$ cat config.mk
export PLATFORM = sky130hd
export DESIGN_NAME = tcfd_exec
export DESIGN_NICKNAME = d
export VERILOG_FILES = /design/src/rtl/tcfd_pkg.sv /design/src/rtl/tcfd_exec.sv
export SDC_FILE = /design/constraint.sdc
export NUM_CORES = 1
export LEC_CHECK = 0
export BUFFER_PORTS_ARGS = -buffer_cell sky130_fd_sc_hd__buf_2
export CAP_MARGIN = 30
export CELL_PAD_IN_SITES_DETAIL_PLACEMENT = 0
export CELL_PAD_IN_SITES_GLOBAL_PLACEMENT = 1
export CORE_AREA = 2 2 96 98
export CTS_CLUSTER_DIAMETER = 120
export DETAILED_ROUTE_END_ITERATION = 8
export DIE_AREA = 0 0 98 100
export PLACE_DENSITY = 0.78
export SYNTH_ARGS = -nofsm -noshare
export SYNTH_HDL_FRONTEND = slang
export SYNTH_SLANG_ARGS = --single-unit
$ cat constraint.sdc
create_clock -name clk -period 4.8 [get_ports clk]
set_clock_uncertainty 0.1 [all_clocks]
set_input_delay 1.44 -clock clk [delete_from_list [all_inputs] [get_ports clk]]
set_output_delay 1.44 -clock clk [all_outputs]
set_load 0.02 [all_outputs]
$ cat src/rtl/tcfd_pkg.sv
// package: types, constants and codes for the test command frame decoder
`timescale 1ns / 1ps
`default_nettype none

package tcfd_pkg;

  localparam int unsigned BYTE_W     = 8;
  localparam int unsigned LED_W      = 4;
  localparam int unsigned TIME_W     = 32;
  localparam int unsigned HEAD_DEPTH = 4;
  localparam int unsigned HEAD_IDX_W = $clog2(HEAD_DEPTH);

  localparam logic [BYTE_W-1:0] SYNC_FIRST  = 8'hEE;
  localparam logic [BYTE_W-1:0] SYNC_SECOND = 8'h99;
  localparam logic [BYTE_W-1:0] FRAME_TAIL  = 8'hDD;

  localparam logic [BYTE_W-1:0] CMD_LED      = 8'h00;
  localparam logic [BYTE_W-1:0] CMD_BUZZER   = 8'h05;
  localparam logic [BYTE_W-1:0] CMD_LOOPBACK = 8'h07;
  localparam logic [BYTE_W-1:0] CMD_TIME_SET = 8'h09;
  localparam logic [BYTE_W-1:0] CMD_TIME_OFF = 8'h0C;
  localparam logic [BYTE_W-1:0] CMD_TEMP     = 8'h0D;
  localparam logic [BYTE_W-1:0] CMD_NET      = 8'h0E;

  localparam logic [BYTE_W-1:0] FN_OFF = 8'h00;
  localparam logic [BYTE_W-1:0] FN_ON  = 8'h01;

  // led index that aliases onto line 0
  localparam logic [BYTE_W-1:0] LED_IDX_ALIAS = 8'h04;
  localparam logic [BYTE_W-1:0] LED_LEN       = 8'h01;

  localparam logic [TIME_W-1:0] TIME_BIAS = 32'd2;

  typedef enum logic [2:0] {
    PH_IDLE,
    PH_SYNC2,
    PH_CMD,
    PH_FUNC,
    PH_LEN,
    PH_DATA,
    PH_TAIL
  } phase_t;

  typedef logic [HEAD_DEPTH-1:0][BYTE_W-1:0] head_t;

  // frame context as held by the parser before the current byte
  typedef struct packed {
    logic [BYTE_W-1:0] command;
    logic [BYTE_W-1:0] funct;
    logic [BYTE_W-1:0] count;
    head_t             head;
  } frame_t;

  // per-byte parse outcome
  typedef struct packed {
    logic done;
    logic bad;
  } parse_evt_t;

endpackage

`default_nettype wire

$ cat src/rtl/tcfd_exec.sv
// command execution: done/bad flags per byte, other outputs when a frame completes
`timescale 1ns / 1ps
`default_nettype none

module tcfd_exec
  import tcfd_pkg::*;
(
  input  wire logic               clk,
  input  wire logic               rst_n,
  input  wire logic               fire,
  input  wire frame_t             frame,
  input  wire parse_evt_t         evt,
  output logic                    frame_done,
  output logic                    frame_bad,
  output logic [BYTE_W-1:0]       command_code,
  output logic [BYTE_W-1:0]       function_code,
  output logic [LED_W-1:0]        led_lines,
  output logic                    buzzer_on,
  output logic                    loopback_mode,
  output logic                    temp_report,
  output logic                    net_check,
  output logic                    time_report,
  output logic [TIME_W-1:0]       time_value
);

  logic              done_r,  done_nxt;
  logic              bad_r,   bad_nxt;
  logic [BYTE_W-1:0] cmd_r,   cmd_nxt;
  logic [BYTE_W-1:0] fn_r,    fn_nxt;
  logic [LED_W-1:0]  led_r,   led_nxt;
  logic              buzz_r,  buzz_nxt;
  logic              loop_r,  loop_nxt;
  logic              temp_r,  temp_nxt;
  logic              net_r,   net_nxt;
  logic              tim_r,   tim_nxt;
  logic [TIME_W-1:0] secs_r,  secs_nxt;

  logic [BYTE_W-1:0] led_idx;
  logic [1:0]        led_line;
  logic              led_ok;
  logic [TIME_W-1:0] head_time;

  assign led_idx   = frame.head[0];
  assign led_ok    = (frame.count == LED_LEN) && (frame.funct <= FN_ON)
                     && (led_idx <= LED_IDX_ALIAS);
  assign led_line  = (led_idx == LED_IDX_ALIAS) ? 2'd0 : led_idx[1:0];
  assign head_time = {frame.head[0], frame.head[1], frame.head[2], frame.head[3]};

  always_comb begin
    done_nxt = evt.done;
    bad_nxt  = evt.bad;
    cmd_nxt  = cmd_r;
    fn_nxt   = fn_r;
    led_nxt  = led_r;
    buzz_nxt = buzz_r;
    loop_nxt = loop_r;
    temp_nxt = temp_r;
    net_nxt  = net_r;
    tim_nxt  = tim_r;
    secs_nxt = secs_r;
    if (evt.done) begin
      cmd_nxt = frame.command;
      fn_nxt  = frame.funct;
      case (frame.command)
        CMD_LED: begin
          if (led_ok) begin
            led_nxt[led_line] = (frame.funct == FN_ON);
          end
        end
        CMD_BUZZER: begin
          if (frame.funct == FN_OFF) begin
            buzz_nxt = 1'b0;
          end else if (frame.funct == FN_ON) begin
            buzz_nxt = 1'b1;
          end
        end
        CMD_LOOPBACK: loop_nxt = (frame.funct == FN_ON);
        CMD_TIME_SET: begin
          secs_nxt = head_time + TIME_BIAS;
          tim_nxt  = 1'b1;
        end
        CMD_TIME_OFF: tim_nxt  = 1'b0;
        CMD_TEMP:     temp_nxt = (frame.funct == FN_OFF);
        CMD_NET:      net_nxt  = (frame.funct == FN_ON);
        default: ;
      endcase
    end
  end

  always_ff @(posedge clk) begin
    if (!rst_n) begin
      done_r <= 1'b0;
      bad_r  <= 1'b0;
      cmd_r  <= '0;
      fn_r   <= '0;
      led_r  <= '0;
      buzz_r <= 1'b0;
      loop_r <= 1'b0;
      temp_r <= 1'b0;
      net_r  <= 1'b0;
      tim_r  <= 1'b0;
      secs_r <= '0;
    end else if (fire) begin
      done_r <= done_nxt;
      bad_r  <= bad_nxt;
      cmd_r  <= cmd_nxt;
      fn_r   <= fn_nxt;
      led_r  <= led_nxt;
      buzz_r <= buzz_nxt;
      loop_r <= loop_nxt;
      temp_r <= temp_nxt;
      net_r  <= net_nxt;
      tim_r  <= tim_nxt;
      secs_r <= secs_nxt;
    end
  end

  assign frame_done    = done_r;
  assign frame_bad     = bad_r;
  assign command_code  = cmd_r;
  assign function_code = fn_r;
  assign led_lines     = led_r;
  assign buzzer_on     = buzz_r;
  assign loopback_mode = loop_r;
  assign temp_report   = temp_r;
  assign net_check     = net_r;
  assign time_report   = tim_r;
  assign time_value    = secs_r;

endmodule

`default_nettype wire

==> metrics.md, run 1 <==
| Metric | Value |
|---|---|
| Outcome | `finished, final reports clean` |
| Post-synth top area cell | `dfxtp_1` |
| Vias per cell | `4.91` |
| Crit path required time | `4.94 ns` |
| Delay-heaviest family, CP | `simple AND/OR/NAND/NOR gates` |
| Post-synthesis sequential area ratio | `41.7%` |
| Gr ovfl total | `0` |
| Clock transition at the registers of the reported paths | `0.06 ns` |
| First-pass DRT Iterations | `4` |
| CP max-delay cell | `and3_1` |
| Cells after synthesis | `351` |
| GRT Max-Usage Layer | `met2` |
| Worst slew pin tran | `0.669 ns` |
| Syn. warnings | `0` |
| WL final | `8020 um` |
| Final Slew Violations | `0` |
| DR iter-0 viols | `49` |
| Library cells used by synthesis | `42` |
| Fmax | `0.298 GHz` |
| Worst Path Arrival | `3.50 ns` |
| Met2 usage | `25.2%` |
| H-tree levels | `3` |
| Max-cap viol count | `0` |
| Max-slew headroom | `55.4%` |
| CP startpoint kind | `primary input` |
| Setup TNS | `0 ns` |
| Period Utilization, post-route | `69.9%` |
| Hold Crit Class | `reg2reg` |
| Commonest non-fill, non-tap cell in the layout | `buf_2` |
| Met1 Usage GRT | `21.3%` |
| Avg Cell Area, Syn | `8.06 um^2` |
| Number of routed nets with antenna violations | `0` |
| Clock Sinks | `59` |
| FP Rows | `35` |
| Layout Nets | `525` |
| Die height | `100 um` |
| DP HPWL | `6100 um` |
| Worst skew pair latency | `0.33 ns` |
| Final hold viol count | `0` |
| Final setup violation count | `0` |
| Num ports | `120` |
| Worst Path Max Fanout | `19` |
| Leading post-synthesis cells by cell area | `dfxtp_1, xnor2_1, nand2_1` |
| Gp weighted congestion | `0.818` |
| Post-Layout Cell Count | `579` |
| Yosys reg bits | `59` |
| Die Width | `98 um` |
| Setup repair bufs after CTS | `0` |
| Port bufs | `119` |
| Mean routed wirelength per cell | `13.8 um` |
| Static leakage | `0.00153 uW` |
| Area share of the largest cell type after synthesis | `41.7%` |
| Clk Tree Root Cell | `clkbuf_8` |
| Clk buf depth | `2` |
| Synthesized Nets | `413` |
| Post-CTS Hold Buffers | `0` |
| Vias in the first global route | `2554` |
| Tmin final | `3.36 ns` |
| GRT met3 Usage | `6.89%` |
| RSZ-0062 raised after global routing | `no` |
| Via count | `2840` |
| Inst Count DP | `563` |
| Antenna Cells | `0` |
| Global-route usage over all layers | `16.4%` |
| Crit-path cells | `buf_2 -> nand2_1 -> nor3b_1 -> and3_1 -> nor2_1 -> a211oi_1` |
| Post-synthesis cell area | `2830 um^2` |
| First-pass GRT wire length | `12700 um` |
| Core ar. | `8890 um^2` |
| Post-CTS Resized | `0` |
| Drt drc | `0` |
| Crit path from | `fire` |
| RR Startpoint | `led_lines[0]` |
| TritonCTS clock tree | `yes` |
| Area Growth Syn to Fin | `30.1%` |
| VDD IR-drop max | `0.122 mV` |
| PD cells | `282 nW/um^2` |
| Share of cells above drive strength 1 | `31.6%` |
| Initial Util | `31.8%` |
| WP buf/inv | `1` |
| Die ar. | `9800 um^2` |
| TritonCTS Buffers | `9` |
| Crit. End Element | `flip-flop` |
| Fill cell count | `949` |
| Crit Path Category | `in2reg` |
| Initial antenna violation count | `0` |
| Largest net degree at the start of global routing | `31` |
| Worst stage delay on the critical path | `0.64 ns` |
| Commonest cells after routing, fill and taps aside | `buf_2, dfxtp_1, nand2_1, a21oi_1, nor2_1` |
| Hold path start | `function_code[0]` |
## report_power, final
group | total, uW | internal (uW) | leakage [uW] | switching, uW
Clock | 427 | 243 | 0.0000997 | 184
Sequential | 501 | 497 | 0.000477 | 3.49
Combinational | 112 | 42.7 | 0.000952 | 68.8
Total | 1040 | 783 | 0.00153 | 256
## final timing paths
check,endpoint,slack [ns],depth (start not counted)
setup / recovery,time_value[5],1.44,6
setup reg to reg,led_lines[0],3.97,2
hold / removal,function_code[0],0.35,2
hold reg to reg,function_code[0],0.35,2
## Yosys cell counts (all sizes together)
cell type / n
nand4b: 1
xnor2: 23
and3: 6
a211oi: 10
o32ai: 1
o21a: 1
dfxtp: 59
nor3: 13
nor2b: 1
nand3b: 1
xor2: 5
a21boi: 1
mux2i: 5
or2: 1
clkbuf: 14
and4bb: 1
o31a: 1
nor4b: 1
a21oi: 42
buf: 6
clkinv: 1
inv: 5
nor4: 7
and2: 1
nand2: 53
ha: 1
or3: 3
nor2: 31
nand4: 9
or4: 2
nand2b: 2
and4: 3
nand3: 14
nor3b: 2
o21ai: 24
## final cells by class
class                           count  area (um^2)  share of cell area (%)
Multi-Input combinational cell    266         1540                    41.7
Sequential cell                    59         1180                    32.1
Timing Repair Buffer              121          611                    16.6
Clock buffer                       15          186                    5.06
Tap cell                          111          139                    3.77
Inverter                            6         22.5                   0.612
Clock inverter                      1         5.00                   0.136
## worst reg2reg max path, cell delays in order (launching register included)
cell,delay [ns]
dfxtp_1,0.31
a21boi_0,0.12
o21a_1,0.20
## through the flow
step	util [%]	cell area [um^2]	hold slack, ns	total power, uW	worst slack (ns)
after global placement	39.3	3490	0.340	622	1.25
after CTS	41.4	3680	0.353	1060	1.47
after detailed placement	39.3	3490	0.344	623	1.12
after floorplan	-	2830	0.429	565	1.73
after global routing	41.4	3680	0.366	1090	1.24
final	41.4	3680	0.352	1040	1.44
## routing by layer
layer / routed length [um] / part of all wire [%]
met1: 3700 / 46
met2: 3590 / 45
met3: 644 / 8.0
met4: 82 / 1.0
met5: 0 / 0
## cell families (layout without fill, tap and decap cells)
logic type | Yosys count | count (layout) | share of synthesized area, %
AO/OA/AOI/OAI | 80 | 80 | 16.3
XOR/XNOR | 28 | 28 | 8.66
adder cells (fa/ha/maj) | 1 | 1 | 0.442
buffers and inverters | 26 | 143 | 3.98
flip-flops | 59 | 59 | 41.7
multiplexers | 5 | 5 | 1.77
AND/OR/NAND/NOR | 152 | 152 | 27.1
## flip-flops by register name, summed over array words and instances, names as in the netlist
register / count
time_value: 32
command_code: 8
function_code: 8
led_lines: 4
buzzer_on: 1
frame_bad: 1
frame_done: 1
loopback_mode: 1
net_check: 1
temp_report: 1
time_report: 1
Power figures use the tool's default switching activity.
==> run 2, diff against run 1 <==
Settings changed: CORE_AREA 2 2 96 98 to 2 2 101 103, DIE_AREA 0 0 98 100 to 0 0 103 105, PLACE_DENSITY 0.78 to 0.74.
Clock period 4.8 ns to 3 ns, I/O delays scaled along.
==> run 2 against run 1 <==
  * Wire length up 4.1%
  * Largest cell class unchanged
  * Sequential share of layout area down 1.6 points
  * Clock power up 120%
  * Clock-buffer cell count fell by 3
  * Sequential power rose by 60%
  * Non-clock buffer count up 11
==> metrics.md, run 2 (synthesized netlist as in run 1, its figures left out) <==
| Metric | Value |
|---|---|
| DP HPWL | `6430 um (+5.6%)` |
| Met3 wire length | `605 um (-6.1%)` |
| Antenna Cells | `0 (unchanged)` |
| WL final | `8340 um (+4.1%)` |
| Largest net degree at the start of global routing | `34 (+9.7%)` |
| Die ar. | `10800 um^2 (+10%)` |
| Worst slew pin tran | `0.561 ns (-0.109 ns)` |
| Outcome | `finished, final reports clean` |
| Period Utilization, post-route | `84.6%` |
| Clock transition at the registers of the reported paths | `0.07 ns (about the same)` |
| Crit Path Category | `in2reg` |
| Cell Area, Placed | `3610 um^2 (+3.5%)` |
| Share of cells above drive strength 1 | `33.6% (+2.0 points)` |
| Worst skew pair latency | `0.33 ns (about the same)` |
| Die height | `105 um (+5.0%)` |
| Fill cell count | `1067 (+12%)` |
| Setup TNS | `0 ns (unchanged)` |
| Clk Tree Root Cell | `clkbuf_8` |
| Cell area after layout | `3870 um^2 (+5.2%)` |
| Num ports | `120 (unchanged)` |
| Gr ovfl total | `0 (unchanged)` |
| Static leakage | `0.00162 uW (+6.0%)` |
| Vias in the first global route | `2806 (+9.9%)` |
| Max-slew headroom | `62.3% (+6.9 points)` |
| VDD IR-drop max | `0.210 mV (+72%)` |
| Commonest cells after routing, fill and taps aside | `buf_2, dfxtp_1, nand2_1, a21oi_1, nor2_1` |
| Post-CTS Hold Buffers | `0 (unchanged)` |
| Hold Crit Class | `reg2reg` |
| Mean routed wirelength per cell | `13.6 um (-1.6%)` |
| TritonCTS clock tree | `yes` |
| Fmax | `0.394 GHz` |
| Area Growth Syn to Fin | `36.8%` |
| Port bufs | `119 (unchanged)` |
| Worst stage delay on the critical path | `0.49 ns (-0.15 ns)` |
| Global-route usage over all layers | `16.2% (-0.21 points)` |
| Final setup violation count | `0 (unchanged)` |
| Worst Path Max Fanout | `2 (-17)` |
| Max-cap viol count | `0 (unchanged)` |
| Crit-path cells | `buf_2 -> nor4b_1 -> buf_4 -> nand3_1 -> or4_1 -> or3_1 -> mux2i_1` |
| Delay-heaviest family, CP | `simple AND/OR/NAND/NOR gates` |
| DR iter-0 viols | `78 (+59%)` |
| Met1 WL | `3780 um (+2.0%)` |
| PD cells | `500 nW/um^2 (+77%)` |
| CP max-delay cell | `nor4b_1` |
| Core ar. | `9640 um^2 (+8.4%)` |
| Vias per cell | `4.79 (-2.3%)` |
| Die Width | `103 um (+5.1%)` |
| Highest routed layer | `met4` |
| Final Slew Violations | `0 (unchanged)` |
| WP buf/inv | `2 (+1)` |
| Max reg flops | `32 (unchanged)` |
| Crit path required time | `3.13 ns (-1.81 ns)` |
| Number of routed nets with antenna violations | `0 (unchanged)` |
| Met2 WL | `3870 um (+7.8%)` |
| H-tree levels | `3 (unchanged)` |
| Clk buf depth | `2 (unchanged)` |
| Commonest non-fill, non-tap cell in the layout | `buf_2` |
| Worst Path Arrival | `2.67 ns (-0.83 ns)` |
| Crit. End Element | `flip-flop` |
| Initial antenna violation count | `0 (unchanged)` |
| Clock Sinks | `59 (unchanged)` |
| Setup repair bufs after CTS | `0 (unchanged)` |
| Gp weighted congestion | `0.784 (-4.1%)` |
| Final hold viol count | `0 (unchanged)` |
| RSZ-0062 raised after global routing | `no` |
| Layout Nets | `536 (+2.1%)` |
| Post-CTS Resized | `0 (unchanged)` |
| First-pass GRT wire length | `13900 um (+9.5%)` |
| Via count | `2932 (+3.2%)` |
| Tmin final | `2.54 ns` |
| Initial Util | `29.4% (-2.5 points)` |
| First-pass DRT Iterations | `4 (unchanged)` |
| FP Rows | `36 (+2.9%)` |
| CP startpoint kind | `primary input` |
| TritonCTS Buffers | `9 (unchanged)` |
| Drt drc | `0 (unchanged)` |
## run 2: cell types whose count changed in the layout (fill, tap and decap cells not counted)
cell       delta
clkbuf_8      -1
clkbuf_1      -2
buf_12        +1
buf_4        +10
bufinv_16     +3
## run 2: worst reg2reg max path: stages (launching register included)
cell      delay [ns]
dfxtp_1         0.31
a21boi_0        0.11
o21a_1          0.21
## run 2: per-layer routing
| layer | global-route usage [%] | vias up |
|---|---|---|
| met1 | 21.0 | 1360 |
| met3 | 5.22 | 9 |
| met2 | 25.5 | 80 |
| met4 | 4.51 | 0 |
| met5 | 0 | - |
| li1 | - | 1483 |
## run 2: report_power, final
part	internal, uW	leakage, uW	switching [uW]
logic	75.4	0.00101	112
clock network	619	0.000133	330
registers	795	0.000477	5.32
total	1490	0.00162	447
## run 2: worst paths after layout
kind	start	to	slack, ns	cells after the start
worst min-delay path	command_code[6]	command_code[6]	0.35	2
worst max-delay path	frame[7]	led_lines[1]	0.46	7
worst max register to register	led_lines[0]	led_lines[0]	2.17	2
worst min register to register	command_code[6]	command_code[6]	0.35	2
## run 2: through the flow
step | power (uW) | hold WS [ns] | util, % | std cells | worst slack (ns)
final | 1940 | 0.352 | 40.2 | 612 | 0.463
after global routing | 2020 | 0.375 | 40.2 | 612 | 0.331
after CTS | 1960 | 0.353 | 40.2 | 612 | 0.476
after detailed placement | 1010 | 0.343 | 37.5 | 596 | 0.117
after global placement | 1000 | 0.340 | 37.3 | 595 | 0.114
after floorplan | 904 | 0.429 | - | 351 | 0.466
## run 2: cell type report
| cell class | count | area, um^2 | area share [%] |
|---|---|---|---|
| repair buffers | 132 | 706 | 18.2 |
| clock buffers | 12 | 165 | 4.26 |
| multi-input cells | 266 | 1540 | 39.7 |
| flip-flops and latches | 59 | 1180 | 30.5 |
| well taps | 133 | 166 | 4.30 |
| inverters | 6 | 22.5 | 0.582 |
| clock inverters | 4 | 95.1 | 2.46 |
